$ cat src/design/ikh_pkg.sv
// Shared types, codes and constants for the IR key hold, ramp and learn block.
package ikh_pkg;

  localparam int unsigned NumFunctions = 16;
  localparam int unsigned FuncW        = $clog2(NumFunctions);
  localparam int unsigned MapW         = FuncW + 1;
  localparam int unsigned CodeW        = 32;
  localparam int unsigned TimeW        = 32;
  localparam int unsigned CountW       = 32;
  localparam int unsigned WalkCntW     = $clog2(NumFunctions + 1);
  localparam int unsigned GapW         = 16;
  localparam int unsigned RampW        = 8;
  localparam int unsigned TimeoutW     = 20;
  localparam int unsigned MaskW        = 16;
  localparam int unsigned CfgIdxW      = 3;
  localparam int unsigned CfgDataW     = 20;
  localparam int unsigned RemBitsPerStep = 2;
  localparam int unsigned RemSteps     = CountW / RemBitsPerStep;

  localparam logic [MapW-1:0] FuncNone = MapW'(NumFunctions);

  localparam logic [GapW-1:0]     RepeatGapReset    = 16'd250;
  localparam logic [GapW-1:0]     RawRepeatReset    = 16'd150;
  localparam logic [GapW-1:0]     HoldDelayReset    = 16'd350;
  localparam logic [RampW-1:0]    RampDivReset      = 8'd2;
  localparam logic [TimeoutW-1:0] LearnTimeoutReset = 20'd30000;
  localparam logic [MaskW-1:0]    RepMaskReset      = 16'd0;

  typedef enum logic [1:0] {
    CmdFrame  = 2'd0,
    CmdArm    = 2'd1,
    CmdForget = 2'd2,
    CmdLoad   = 2'd3
  } cmd_e;

  typedef enum logic [1:0] {
    KindNec    = 2'd0,
    KindRaw    = 2'd1,
    KindRepeat = 2'd2
  } kind_e;

  typedef enum logic [CfgIdxW-1:0] {
    RegRepeatGap    = 3'd0,
    RegRawRepeat    = 3'd1,
    RegHoldDelay    = 3'd2,
    RegRampDiv      = 3'd3,
    RegLearnTimeout = 3'd4,
    RegRepMask      = 3'd5
  } cfg_reg_e;

  typedef struct packed {
    logic [1:0]       cmd;
    logic [1:0]       frame_kind;
    logic [CodeW-1:0] code_word;
    logic [FuncW-1:0] function_index;
    logic [TimeW-1:0] time_ms;
  } in_t;

  typedef struct packed {
    logic             act_valid;
    logic [FuncW-1:0] act_function;
    logic [MapW-1:0]  mapped_function;
    logic             learned;
    logic             displaced_valid;
    logic [FuncW-1:0] displaced_function;
    logic             learning_active;
  } out_t;

  typedef struct packed {
    logic load;
    logic step;
  } rem_ctl_t;

endpackage

$ cat src/design/ikh_rem.sv
// Iterative remainder unit: repeat count modulo ramp divisor, two bits per cycle while step is high.
module ikh_rem (
  input  logic                          clk_i,
  input  ikh_pkg::rem_ctl_t             ctl_i,
  input  logic [ikh_pkg::CountW-1:0]    dividend_i,
  input  logic [ikh_pkg::RampW-1:0]     divisor_i,
  output logic [ikh_pkg::RampW-1:0]     rem_o
);

  logic [ikh_pkg::RampW-1:0]  rem_q, rem_d;
  logic [ikh_pkg::CountW-1:0] dvd_q, dvd_d;
  logic [ikh_pkg::RampW:0]    part;

  always_comb begin
    rem_d = rem_q;
    dvd_d = dvd_q;
    part  = '0;
    for (int j = 0; j < ikh_pkg::RemBitsPerStep; j++) begin
      part  = {rem_d, dvd_d[ikh_pkg::CountW-1]};
      dvd_d = {dvd_d[ikh_pkg::CountW-2:0], 1'b0};
      if (part >= {1'b0, divisor_i}) begin
        part = part - {1'b0, divisor_i};
      end
      rem_d = part[ikh_pkg::RampW-1:0];
    end
  end

  always_ff @(posedge clk_i) begin
    if (ctl_i.load) begin
      rem_q <= '0;
      dvd_q <= dividend_i;
    end else if (ctl_i.step) begin
      rem_q <= rem_d;
      dvd_q <= dvd_d;
    end
  end

  assign rem_o = rem_q;

endmodule

$ cat src/design/ir_key_hold_ramp_and_learn.sv
// Top level of the IR key hold, ramp and learn block: key table, hold tracking, learning.
//
//  Channel  | Signals                               | Dir | Word
//  ---------+---------------------------------------+-----+-----------------------------
//  in       | in_valid_i, in_ready_o, in_data_i     | in  | command or decoded IR frame
//  out      | out_valid_o, out_ready_i, out_data_o  | out | one result word per input word
//  cfg      | cfg_we_i, cfg_idx_i, cfg_wdata_i      | in  | register write, no wait
//
// Sequence: a frame word is accepted, walks the code RAM with one read per cycle,
// then updates; arm, forget and load go from acceptance straight to the update.
// The walk also covers the 16 two-bit steps of the repeat-count remainder.
// Reset: registers return to defaults, bound bits and hold/learn state clear;
// the code RAM keeps its contents and needs no clearing pass.
// Stalls: a result waiting in the output register blocks only the update cycle
// of the next word; input is taken again as soon as that word retires.
module ir_key_hold_ramp_and_learn (
  input  logic                          clk_i,
  input  logic                          rst_ni,
  input  logic                          in_valid_i,
  output logic                          in_ready_o,
  input  ikh_pkg::in_t                  in_data_i,
  output logic                          out_valid_o,
  input  logic                          out_ready_i,
  output ikh_pkg::out_t                 out_data_o,
  input  logic                          cfg_we_i,
  input  logic [ikh_pkg::CfgIdxW-1:0]   cfg_idx_i,
  input  logic [ikh_pkg::CfgDataW-1:0]  cfg_wdata_i
);

  localparam logic [1:0] StIdle = 2'd0;
  localparam logic [1:0] StWalk = 2'd1;
  localparam logic [1:0] StProc = 2'd2;

  localparam int unsigned FuncW = ikh_pkg::FuncW;
  localparam int unsigned MapW  = ikh_pkg::MapW;
  localparam int unsigned CodeW = ikh_pkg::CodeW;
  localparam int unsigned TimeW = ikh_pkg::TimeW;

  // Configuration registers
  logic [ikh_pkg::GapW-1:0]     repeat_gap_q, raw_repeat_q, hold_delay_q;
  logic [ikh_pkg::RampW-1:0]    ramp_div_q;
  logic [ikh_pkg::TimeoutW-1:0] learn_timeout_q;
  logic [ikh_pkg::MaskW-1:0]    rep_mask_q;

  // Sequencer and per-word capture
  logic [1:0]                 state_q;
  logic [ikh_pkg::WalkCntW-1:0] cnt_q;
  ikh_pkg::in_t               item_q;
  logic [MapW-1:0]            mapped_q;
  logic                       disp_valid_q;
  logic [FuncW-1:0]           disp_func_q;

  // Key table: codes in RAM, bound bits in flops
  logic [CodeW-1:0]              code_mem [ikh_pkg::NumFunctions];
  logic [CodeW-1:0]              rdata_q;
  logic [ikh_pkg::NumFunctions-1:0] bound_q, bound_d;

  // Learn and hold state
  logic                       learn_armed_q, learn_armed_d;
  logic [FuncW-1:0]           learn_target_q, learn_target_d;
  logic [TimeW-1:0]           learn_time_q, learn_time_d;
  logic                       held_valid_q, held_valid_d;
  logic [FuncW-1:0]           held_func_q, held_func_d;
  logic [CodeW-1:0]           held_code_q, held_code_d;
  logic [TimeW-1:0]           held_since_q, held_since_d;
  logic [TimeW-1:0]           held_last_q, held_last_d;
  logic [ikh_pkg::CountW-1:0] held_count_q, held_count_d;

  logic                       out_valid_q;
  ikh_pkg::out_t              out_q, res;

  logic                       in_fire, proc_done;
  logic                       is_frame, is_full, is_frame_in;
  logic                       rd_en, walk_last, cmp_en, hit, disp_hit;
  logic [FuncW-1:0]           cmp_idx;
  logic                       learn_fresh, learn_live;
  logic                       gap_ok, raw_ok, delay_ok;
  logic [TimeW-1:0]           learn_age, last_gap, hold_age;
  logic [ikh_pkg::CountW-1:0] count_inc;
  logic [ikh_pkg::RampW-1:0]  div_eff, rem;
  ikh_pkg::rem_ctl_t          rem_ctl;

  logic                       mem_we;
  logic [FuncW-1:0]           mem_waddr;
  logic                       bset, bclr;
  logic [FuncW-1:0]           bidx;
  logic                       proceed, repeat_hit, func_ok, fire;
  logic [FuncW-1:0]           func;

  assign in_ready_o  = (state_q == StIdle);
  assign in_fire     = in_valid_i && in_ready_o;
  assign proc_done   = (state_q == StProc) && (!out_valid_q || out_ready_i);
  assign out_valid_o = out_valid_q;
  assign out_data_o  = out_q;

  // Word classification
  assign is_frame_in = (in_data_i.cmd == ikh_pkg::CmdFrame) &&
                       ((in_data_i.frame_kind == ikh_pkg::KindNec) ||
                        (in_data_i.frame_kind == ikh_pkg::KindRaw) ||
                        (in_data_i.frame_kind == ikh_pkg::KindRepeat));
  assign is_frame    = (item_q.cmd == ikh_pkg::CmdFrame) &&
                       ((item_q.frame_kind == ikh_pkg::KindNec) ||
                        (item_q.frame_kind == ikh_pkg::KindRaw) ||
                        (item_q.frame_kind == ikh_pkg::KindRepeat));
  assign is_full     = (item_q.frame_kind == ikh_pkg::KindNec) ||
                       (item_q.frame_kind == ikh_pkg::KindRaw);

  // Wrapping time differences
  assign learn_age   = item_q.time_ms - learn_time_q;
  assign last_gap    = item_q.time_ms - held_last_q;
  assign hold_age    = item_q.time_ms - held_since_q;
  assign learn_fresh = learn_age < TimeW'(learn_timeout_q);
  assign learn_live  = learn_armed_q && learn_fresh;
  assign gap_ok      = last_gap <= TimeW'(repeat_gap_q);
  assign raw_ok      = last_gap <= TimeW'(raw_repeat_q);
  assign delay_ok    = !(hold_age < TimeW'(hold_delay_q));

  // Table walk: read entry cnt, compare entry cnt-1 read in the cycle before
  assign rd_en     = (state_q == StWalk) && (cnt_q < ikh_pkg::WalkCntW'(ikh_pkg::NumFunctions));
  assign walk_last = (cnt_q == ikh_pkg::WalkCntW'(ikh_pkg::NumFunctions));
  assign cmp_en    = (state_q == StWalk) && (cnt_q != '0);
  assign cmp_idx   = FuncW'(cnt_q - 1'b1);
  assign hit       = cmp_en && is_full && bound_q[cmp_idx] && (rdata_q == item_q.code_word);
  assign disp_hit  = hit && learn_live && (cmp_idx != learn_target_q);

  // Remainder of the incremented repeat count runs alongside the walk
  assign count_inc    = held_count_q + ikh_pkg::CountW'(1);
  assign div_eff      = (ramp_div_q == '0) ? ikh_pkg::RampW'(1) : ramp_div_q;
  assign rem_ctl.load = in_fire;
  assign rem_ctl.step = (state_q == StWalk) &&
                        (cnt_q < ikh_pkg::WalkCntW'(ikh_pkg::RemSteps));

  ikh_rem u_rem (
    .clk_i      (clk_i),
    .ctl_i      (rem_ctl),
    .dividend_i (count_inc),
    .divisor_i  (div_eff),
    .rem_o      (rem)
  );

  // Update cycle: result word and next state
  always_comb begin
    res            = '0;
    res.mapped_function = ikh_pkg::FuncNone;
    learn_armed_d  = learn_armed_q;
    learn_target_d = learn_target_q;
    learn_time_d   = learn_time_q;
    held_valid_d   = held_valid_q;
    held_func_d    = held_func_q;
    held_code_d    = held_code_q;
    held_since_d   = held_since_q;
    held_last_d    = held_last_q;
    held_count_d   = held_count_q;
    mem_we         = 1'b0;
    mem_waddr      = item_q.function_index;
    bset           = 1'b0;
    bclr           = 1'b0;
    bidx           = item_q.function_index;
    proceed        = 1'b0;
    repeat_hit     = 1'b0;
    func_ok        = 1'b0;
    fire           = 1'b0;
    func           = '0;

    unique case (item_q.cmd)
      ikh_pkg::CmdFrame: begin
        if (is_frame) begin
          proceed = 1'b1;
          if (is_full) begin
            res.mapped_function = mapped_q;
          end
          if (learn_armed_q) begin
            if (!learn_fresh) begin
              learn_armed_d = 1'b0;
            end else if (is_full) begin
              // bind the code to the armed function; the walk already unbound others
              mem_we        = 1'b1;
              mem_waddr     = learn_target_q;
              bset          = 1'b1;
              bidx          = learn_target_q;
              res.learned   = 1'b1;
              res.displaced_valid    = disp_valid_q;
              res.displaced_function = disp_func_q;
              learn_armed_d = 1'b0;
              held_valid_d  = 1'b0;
              proceed       = 1'b0;
            end else begin
              proceed = 1'b0;
            end
          end

          if (proceed) begin
            if (!is_full) begin
              if (held_valid_q && gap_ok) begin
                func       = held_func_q;
                func_ok    = 1'b1;
                repeat_hit = 1'b1;
              end
            end else if (mapped_q == ikh_pkg::FuncNone) begin
              held_valid_d = 1'b0;
              proceed      = 1'b0;
            end else begin
              func    = mapped_q[FuncW-1:0];
              func_ok = 1'b1;
              if (held_valid_q && (held_func_q == func) &&
                  (held_code_q == item_q.code_word) && raw_ok) begin
                repeat_hit = 1'b1;
              end else begin
                // fresh press starts a new hold
                held_valid_d = 1'b1;
                held_func_d  = func;
                held_code_d  = item_q.code_word;
                held_since_d = item_q.time_ms;
                held_count_d = '0;
              end
            end
          end

          if (proceed) begin
            held_last_d = item_q.time_ms;
            if (repeat_hit) begin
              held_count_d = count_inc;
            end
            if (func_ok) begin
              fire = !repeat_hit ||
                     (rep_mask_q[func] && delay_ok && (rem == '0));
              if (fire) begin
                res.act_valid    = 1'b1;
                res.act_function = func;
              end
            end
          end
        end
      end
      ikh_pkg::CmdArm: begin
        learn_armed_d  = 1'b1;
        learn_target_d = item_q.function_index;
        learn_time_d   = item_q.time_ms;
      end
      ikh_pkg::CmdForget: begin
        bclr = 1'b1;
        if (learn_armed_q && (learn_target_q == item_q.function_index)) begin
          learn_armed_d = 1'b0;
        end
      end
      ikh_pkg::CmdLoad: begin
        mem_we = 1'b1;
        bset   = 1'b1;
      end
      default: begin
      end
    endcase

    res.learning_active = learn_armed_d;
  end

  // Bound bits: clear displaced entries during the walk, set/clear on update
  always_comb begin
    bound_d = bound_q;
    if (disp_hit) begin
      bound_d[cmp_idx] = 1'b0;
    end
    if (proc_done) begin
      if (bclr) begin
        bound_d[bidx] = 1'b0;
      end
      if (bset) begin
        bound_d[bidx] = 1'b1;
      end
    end
  end

  // Code RAM: one write, one registered read
  always_ff @(posedge clk_i) begin
    if (proc_done && mem_we) begin
      code_mem[mem_waddr] <= item_q.code_word;
    end
    if (rd_en) begin
      rdata_q <= code_mem[cnt_q[FuncW-1:0]];
    end
  end

  // Per-word capture and walk results
  always_ff @(posedge clk_i) begin
    if (in_fire) begin
      item_q       <= in_data_i;
      mapped_q     <= ikh_pkg::FuncNone;
      disp_valid_q <= 1'b0;
      disp_func_q  <= '0;
    end else if (state_q == StWalk) begin
      if (hit && (mapped_q == ikh_pkg::FuncNone)) begin
        mapped_q <= {1'b0, cmp_idx};
      end
      if (disp_hit && !disp_valid_q) begin
        disp_valid_q <= 1'b1;
        disp_func_q  <= cmp_idx;
      end
    end
    if (proc_done) begin
      out_q <= res;
    end
  end

  // Sequencer, architectural state and configuration
  always_ff @(posedge clk_i or negedge rst_ni) begin
    if (!rst_ni) begin
      state_q         <= StIdle;
      cnt_q           <= '0;
      out_valid_q     <= 1'b0;
      bound_q         <= '0;
      learn_armed_q   <= 1'b0;
      learn_target_q  <= '0;
      learn_time_q    <= '0;
      held_valid_q    <= 1'b0;
      held_func_q     <= '0;
      held_code_q     <= '0;
      held_since_q    <= '0;
      held_last_q     <= '0;
      held_count_q    <= '0;
      repeat_gap_q    <= ikh_pkg::RepeatGapReset;
      raw_repeat_q    <= ikh_pkg::RawRepeatReset;
      hold_delay_q    <= ikh_pkg::HoldDelayReset;
      ramp_div_q      <= ikh_pkg::RampDivReset;
      learn_timeout_q <= ikh_pkg::LearnTimeoutReset;
      rep_mask_q      <= ikh_pkg::RepMaskReset;
    end else begin
      bound_q <= bound_d;

      unique case (state_q)
        StIdle: begin
          if (in_fire) begin
            cnt_q   <= '0;
            // frames of a known kind walk the table; other words go straight to update
            state_q <= is_frame_in ? StWalk : StProc;
          end
        end
        StWalk: begin
          cnt_q <= cnt_q + 1'b1;
          if (walk_last) begin
            state_q <= StProc;
          end
        end
        StProc: begin
          if (proc_done) begin
            state_q <= StIdle;
          end
        end
        default: begin
          state_q <= StIdle;
        end
      endcase

      if (proc_done) begin
        out_valid_q    <= 1'b1;
        learn_armed_q  <= learn_armed_d;
        learn_target_q <= learn_target_d;
        learn_time_q   <= learn_time_d;
        held_valid_q   <= held_valid_d;
        held_func_q    <= held_func_d;
        held_code_q    <= held_code_d;
        held_since_q   <= held_since_d;
        held_last_q    <= held_last_d;
        held_count_q   <= held_count_d;
      end else if (out_ready_i) begin
        out_valid_q <= 1'b0;
      end

      if (cfg_we_i) begin
        unique case (cfg_idx_i)
          ikh_pkg::RegRepeatGap:    repeat_gap_q    <= cfg_wdata_i[ikh_pkg::GapW-1:0];
          ikh_pkg::RegRawRepeat:    raw_repeat_q    <= cfg_wdata_i[ikh_pkg::GapW-1:0];
          ikh_pkg::RegHoldDelay:    hold_delay_q    <= cfg_wdata_i[ikh_pkg::GapW-1:0];
          ikh_pkg::RegRampDiv:      ramp_div_q      <= cfg_wdata_i[ikh_pkg::RampW-1:0];
          ikh_pkg::RegLearnTimeout: learn_timeout_q <= cfg_wdata_i[ikh_pkg::TimeoutW-1:0];
          ikh_pkg::RegRepMask:      rep_mask_q      <= cfg_wdata_i[ikh_pkg::MaskW-1:0];
          default: begin
          end
        endcase
      end
    end
  end

  // Walk counter never runs past the compare of the last entry
  a_walk_bound: assert property (@(posedge clk_i) disable iff (!rst_ni)
    (state_q == StWalk) |-> (cnt_q <= ikh_pkg::WalkCntW'(ikh_pkg::NumFunctions)))
    else $error("walk counter overran the table");

  // Remainder is settled below the divisor by the time a frame is updated
  a_rem_settled: assert property (@(posedge clk_i) disable iff (!rst_ni)
    ((state_q == StProc) && is_frame) |-> (rem < div_eff))
    else $error("repeat remainder not settled");

  // A learn always disarms and is the only source of a displacement
  a_learn_out: assert property (@(posedge clk_i) disable iff (!rst_ni)
    out_valid_o |-> (!(out_data_o.learned && out_data_o.learning_active) &&
                     !(out_data_o.displaced_valid && !out_data_o.learned)))
    else $error("learn result fields inconsistent");

  // After a learn the armed target is bound
  a_learn_binds: assert property (@(posedge clk_i) disable iff (!rst_ni)
    (proc_done && res.learned) |=> bound_q[$past(learn_target_q)])
    else $error("learned function not bound");

endmodule

$ cat config.mk
export PLATFORM = sky130hd
export DESIGN_NAME = ir_key_hold_ramp_and_learn
export DESIGN_NICKNAME = d
export VERILOG_FILES = /design/src/design/ikh_pkg.sv /design/src/design/ikh_rem.sv /design/src/design/ir_key_hold_ramp_and_learn.sv
export SDC_FILE = /design/constraint.sdc
export NUM_CORES = 2
export LEC_CHECK = 0
export BUFFER_PORTS_ARGS = -buffer_cell sky130_fd_sc_hd__buf_2
export CAP_MARGIN = 25
export CORE_MARGIN = 1.5
export CORE_UTILIZATION = 55
export CTS_CLUSTER_SIZE = 24
export DETAILED_ROUTE_END_ITERATION = 8
export GPL_ROUTABILITY_DRIVEN = 0
export GPL_TIMING_DRIVEN = 1
export PLACE_DENSITY = 0.72
export SLEW_MARGIN = 20
export SYNTH_ARGS = -nofsm -noshare
export SYNTH_HDL_FRONTEND = slang
export SYNTH_SLANG_ARGS = --single-unit
$ cat constraint.sdc
create_clock -name clk_i -period 21.2 [get_ports clk_i]
set_input_delay 0 -clock clk_i [delete_from_list [all_inputs] [get_ports clk_i]]
set_output_delay 0 -clock clk_i [all_outputs]
set_load 0.01 [all_outputs]
# Word level (Yosys, flattened, before mapping)
# Memory sizes are Yosys's and may differ from the RTL's. A register that Yosys moved wholly into a read port is not among the register bits.
# Cells that the tools add are included.
[op_classes] eq_ne=24 shifts=0 mux=87 bitwise=7 n_mul=0 n_div=0 n_reduce_logical=65 add_sub_neg=8 magnitude_cmp=12
[ops] op="two-way mux 32 bit" count=8
[ops] op="subtractor 32 bit" count=3
[ops] op="two-way mux 16 bit" count=5
[ops] op="== test 32 bit" count=2
[ops] op="<= comparator 32 x 16 -> 1 bit" count=2
[ops] op="two-way mux 1 bit" count=45
[ops] op="two-way mux 4 bit" count=11
[ops] op="adder 32 x 1 -> 32 bit (second input constant)" count=1
[ops] op="AND 16 bit" count=2
[ops] op="less-than comparator 32 x 16 -> 1 bit" count=1
[ops] op="less-than comparator 32 x 20 -> 1 bit" count=1
[ops] op="inverter 16 bit" count=2
[ops] op="logical AND 1 bit" count=24
[ops] op="two-way mux 8 bit" count=3
[ops] op="AND reduction 2 bit" count=10
[ops] op=">= comparator 9 x 8 -> 1 bit" count=2
[ops] op="logical NOT 8 bit" count=2
[ops] op="OR 16 bit" count=1
[ops] op="subtractor 8 bit" count=2
[ops] op="less-than comparator 4 x 5 -> 1 bit (second input constant)" count=3
[ops] op="AND reduction 4 bit" count=3
[ops] op="== test 2 bit (second input constant)" count=5
[ops] op="== test 5 bit (second input constant)" count=2
[ops] op="logical NOT 2 bit" count=5
[ops] op="30 further kinds" count=58
[totals] elab_cells=240 ramBits=512 latchBits=0 inputBits=100 n_memories=1 regBits=425 mem_bits_ro=0
[mem_list] name="code_mem" depth=16 width=32 read_ports=1 rd_ports_with_merged_regs=1 wr=1 line="ir_key_hold_ramp_and_learn.sv:54" rtl="logic [CodeW-1:0] code_mem [ikh_pkg::NumFunctions];"

# Longest topological paths before layout
[depth] ltp_word=18 depth_mapped=31 mapped_depth_nobuf=30

# Modules after synthesis
# From an unflattened synthesis, not the netlist that was laid out.
[unflattened] hier_cells=3489 hier_area_um2=46956.3
[by_module_without_submodules] mod="ir_key_hold_ramp_and_learn" area_each_um2=44415.1 cells_per_inst=3275 seq_area_each_um2=26395.3 n_inst=1
[by_module_without_submodules] mod="ikh_rem" area_each_um2=2541.2 cells_per_inst=214 seq_area_each_um2=1121.1 n_inst=1

# Worst setup path after synthesis
# Ideal clock, no wire load.
[synth_timing] kind="register to register" start="reg item_q[0] (netlist name)" end="mem code_mem[3][0], enable pin" path_slack_ps=14523 arrival_ps=6256 t_required_ps=20779 stages_incl_launch_ff=29 cell_sequence="edfxtp_1 -> inv_1 -> ha_1 -> inv_1 -> fa_1 -> a21oi_1 -> nand4b_1 -> nand2_1 -> nor2_1 -> nor2_1 -> nor2_1 -> nand2_1 -> a21oi_1 -> o21ai_0 -> xor2_1 -> ha_1 -> and3_1 -> and2_1 -> o41ai_1 -> o221ai_1 -> nor4_1 -> o21ai_0 -> nand4b_1 -> or4_1 -> or3_1 -> a21oi_1 -> nand2b_1 -> clkbuf_1 -> nor2_1"
[synth_between] elab_chain_cells=9 elab_cells_between_ends=13
[synth_lines] element="start: declaration" line="ir_key_hold_ramp_and_learn.sv:48" rtl="ikh_pkg::in_t item_q;"
[synth_lines] element="start signal: assignment" line="ir_key_hold_ramp_and_learn.sv:286" rtl="item_q <= in_data_i;"
[synth_lines] element="subtractor 32 bit (*)" line="ir_key_hold_ramp_and_learn.sv:109" rtl="assign learn_age = item_q.time_ms - learn_time_q;"
[synth_lines] element="less-than comparator 32 x 20 -> 1 bit (*)" line="ir_key_hold_ramp_and_learn.sv:112" rtl="assign learn_fresh = learn_age < TimeW'(learn_timeout_q);"
[synth_lines] element="two-way mux 1 bit" line="ir_key_hold_ramp_and_learn.sv:173" rtl="if (!learn_fresh) begin"
[synth_lines] element="two-way mux 1 bit" line="ir_key_hold_ramp_and_learn.sv:172" rtl="if (learn_armed_q) begin"
[synth_lines] element="two-way mux 1 bit" line="ir_key_hold_ramp_and_learn.sv:167" rtl="if (is_frame) begin"
[synth_lines] element="one-hot mux 1 bit (2 select lines)" line="ir_key_hold_ramp_and_learn.sv:165" rtl="unique case (item_q.cmd)"
[synth_lines] element="logical AND 1 bit" line="ir_key_hold_ramp_and_learn.sv:275" rtl="if (proc_done && mem_we) begin"
[synth_lines] element="two-way mux 1 bit" line="ir_key_hold_ramp_and_learn.sv:275"
[synth_lines] element="two-way mux 1 bit (implied by the code)" line="ir_key_hold_ramp_and_learn.sv:276" rtl="code_mem[mem_waddr] <= item_q.code_word;"
[synth_lines] element="end: declaration" line="ir_key_hold_ramp_and_learn.sv:54"
# Every way passes the cells marked *; elsewhere a longest branch is shown, timed or not.

# Worst setup path in the final report
[layout_timing] start="reg item_q[0] (netlist name)" end="mem code_mem[4][4], enable pin"
# The elaborated chain is that of the path after synthesis.

==> metrics.md <==
| Metric | Value |
|---|---|
| Sequential area share after synthesis | 0.591 |
| Setup Buffers After CTS | 0 |
| Static leakage | 20.1 nW |
| Fillers | 6095 |
| DR vias | 29728 |
| XOR/XNOR Fraction of Synth Area | 0.0324 |
| Arrival time worst endpoint | 8.50 ns |
| Fmax | 0.122 GHz |
| Die W | 294 um |
| CTS Buf Count | 98 |
| Starting Density | 0.556 |
| Simple-gate area share of the yosys netlist | 0.0819 |
| # placed instances | 4644 |
| Top FF cell, synth | edfxtp_1 |
| Crit end category | flip-flop |
| Drt pass-1 iters | 7 |
| Fin. Hold Viols | 0 |
| Adder-cell area share of the yosys netlist | 0.0521 |
| Post-cts sizing count | 0 |
| Largest family of logic cells by synthesized area | multiplexers |
| First-pass GRT wire length | 173 mm |
| Mapped Cells | 3451 |
| Layout Cells excl Fill | 4958 |
| Worst-skew pair later-pin latency | 0.69 ns |
| Synth top area share | 0.429 |
| Rows | 106 |
| Synth area leaders | edfxtp_1 43%, dfrtp_1 14%, mux4_2 8.0% |
| Synthesis-to-finish area growth | 14.9% |
| Core Box Area | 83700 um2 |
| CP startpoint kind | flip-flop |
| H-tree depth | 3 |
| CTS tree | built |
| CTS max path bufs | 3 |
| HPWL after DPL | 73.0 mm |
| DIE AREA | 86400 um2 |
| Post-synth top cells | 665 x edfxtp_1, 262 x dfrtp_1, 261 x nand2_1 |
| Final Instance Area | 53500 um2 |
| Remaining DRCs | 0 |
| Syn Nets | 3742 |
| Wire length per cell | 22.7 um |
| Cell with the most instances after synthesis | edfxtp_1 |
| Final wirelength | 112 mm |
| Period utilization | 0.388 |
| Ports | 119 |
| Setup TNS | 0 ns |
| Clock slew at reported path FFs | 0.06 ns |
| Final Util | 0.639 |
| Post-DP Area | 48800 um2 |
| Root Driver | clkbuf_16 |
| Period minus WS final | 8.23 ns |
| Slew at the pin closest to its max-slew limit | 1.09 ns |
| CP max FO | 32 |
| Nets | 4040 |
| Synth Area in Compound Gates | 0.0895 |
| Finish-stage setup viols | 0 |
| Global Route Usage Sum | 0.263 |
| Clock Sinks | 969 |
| Final ANT Viol Nets | 0 |
| Cell Area, Synth | 46600 um2 |
| Max-slew violations | 0 |
| CP Data Required Time | 21.47 ns |
| Post-DR vias/cell | 6.00 |
| HP Class | in2reg |
| Worst vdd ir | 0.0793 mV |
| Vias in the first global route | 30055 |
| RSZ-0062 raised after global routing | no |
| Antenna violations before repair | 0 |
| PwrDens | 124 nW/um2 |
| Warning count from the yosys run | 0 |
| WS Path Type | reg2reg |
| Ant diodes | 0 |
| Post-synthesis mux area share | 0.123 |
| Status | complete, no violations |
| Largest net degree at the start of global routing | 105 |
| Clock skew | 0.0536 ns |
| Synthesized flop and latch total | 969 |
| DIE HEIGHT | 294 um |
| Ys async rst share | 0.295 |
| Slew headroom | 0.264 |
| PortBufs | 118 |
| Tot Pwr | 6.62 mW |
| Share of cells above drive strength 1 | 0.202 |
| Number of synthesized flops with an enable pin | 665 |
| Syn Area/Cell | 13.5 um2 |
| Max-Cap Viols | 0 |
| Global route total overflow | 0 |
| Post-CTS Hold Fix Bufs | 133 |
| Netlist cell types | 95 |
| Area leader, netlist | edfxtp_1 |
| First-iteration detailed-routing DRC count | 2391 |
-- stage by stage --
step / hold slack, ns / worst slack (ns)
5_1_grt: 0.0173 / 12.45
3_3_place_gp: 0.0932 / 13.36
6_report: 0.0281 / 12.97
4_1_cts: 0.00214 / 13.23
3_5_place_dp: 0.0925 / 13.27
2_1_floorplan: -0.296 / 14.52
-- cells in the final DEF (no fill, tap or decap), types with 110 or more instances in the layout --
| cell | synthesis | routed |
|---|---|---|
| edfxtp_1 | 665 | 665 |
| dfrtp_1 | 262 | 259 |
| nand2_1 | 261 | 258 |
| inv_1 | 230 | 229 |
| o21ai_0 | 210 | 210 |
| ha_1 | 186 | 186 |
| mux2_2 | 165 | 165 |
| mux4_2 | 165 | 165 |
| a21oi_1 | 132 | 132 |
| dlygate4sd3_1 | 0 | 132 |
| nor2_1 | 145 | 128 |
| buf_2 | 22 | 117 |
| xnor2_1 | 110 | 110 |
-- per-layer routing --
metal	global-route usage	part of all wire	up-vias
met2	0.454	0.50	1035
met4	0.0981	0.036	0
met3	0.0311	0.060	205
li1	-	-	13606
met5	0	0	-
met1	0.342	0.40	14882
-- worst paths after layout --
path                               endpoint        start  cells past startpoint  slack, ns
max in group asynchronous  held_count_q[26]       rst_ni                      5      18.67
max                          code_mem[4][4]    item_q[0]                     26      12.97
min in group asynchronous   held_code_q[29]       rst_ni                      3       0.42
min                         hold_delay_q[2]     cfg_we_i                      5       0.03
min reg2reg                     mapped_q[4]  mapped_q[4]                      2       0.47
max reg2reg                  code_mem[4][4]    item_q[0]                     26      12.97
-- layout make-up --
cell class	count	area (um2)	area share
multi-input cells	2127	17800	0.333
well taps	1134	1420	0.0265
clock inverters	51	548	0.0102
inverters	232	873	0.0163
clock buffers	124	2620	0.0490
repair buffers	321	2660	0.0497
flip-flops and latches	969	27500	0.515
-- worst max-delay path, cell delays in order (launching register included) --
cell and delay [ns]:
edfxtp_1 0.36, inv_1 0.16, ha_1 0.20, inv_1 0.05
fa_1 0.40, a21oi_1 0.20, nand4b_1 0.17, nand2_1 0.09
nor2_1 0.17, nor2_1 0.10, nor2_1 0.09, nand2_1 0.08
a21oi_1 0.22, o21ai_0 0.18, xor2_1 0.20, ha_1 0.31
and3_1 0.15, and2_1 0.15, o41ai_1 0.34, o221ai_1 0.21
nor4_1 0.17, o21ai_0 0.16, nor4_1 0.95, nand4_1 0.53
mux2i_1 0.70, nand2_1 0.53, nor2_4 0.92
-- cells by family (layout without fill, tap and decap cells) --
| family | count (synthesis) | in the layout |
|---|---|---|
| xor gates and xnor gates | 172 | 172 |
| AOI/OAI and AO/OA | 642 | 642 |
| and+or+nand+nor | 776 | 776 |
| buffers and inverters | 355 | 728 |
| adders and majority gates | 191 | 191 |
| DFF | 969 | 969 |
| muxes | 346 | 346 |
-- registers in the layout (all words and copies together) (netlist names), 5 cells and up --
name	flops
u_rem.dvd_q	32
hold_delay_q	16
repeat_gap_q	16
out_data_o	17
learn_time_q	32
mapped_q	5
rdata_q	32
cnt_q	5
held_since_q	32
raw_repeat_q	16
bound_q	16
held_code_q	32
item_q	72
learn_timeout_q	20
code_mem	512
ramp_div_q	8
held_count_q	32
held_last_q	32
u_rem.rem_o	8
rep_mask_q	16
-- report_power, final --
| group | internal, mW | total (mW) | switching (mW) |
|---|---|---|---|
| Sequential | 2.32 | 2.48 | 0.162 |
| Combinational | 1.04 | 2.42 | 1.38 |
| Clock | 0.977 | 1.72 | 0.745 |
| Total | 4.33 | 6.62 | 2.29 |
(Power assumes the default switching activity.)
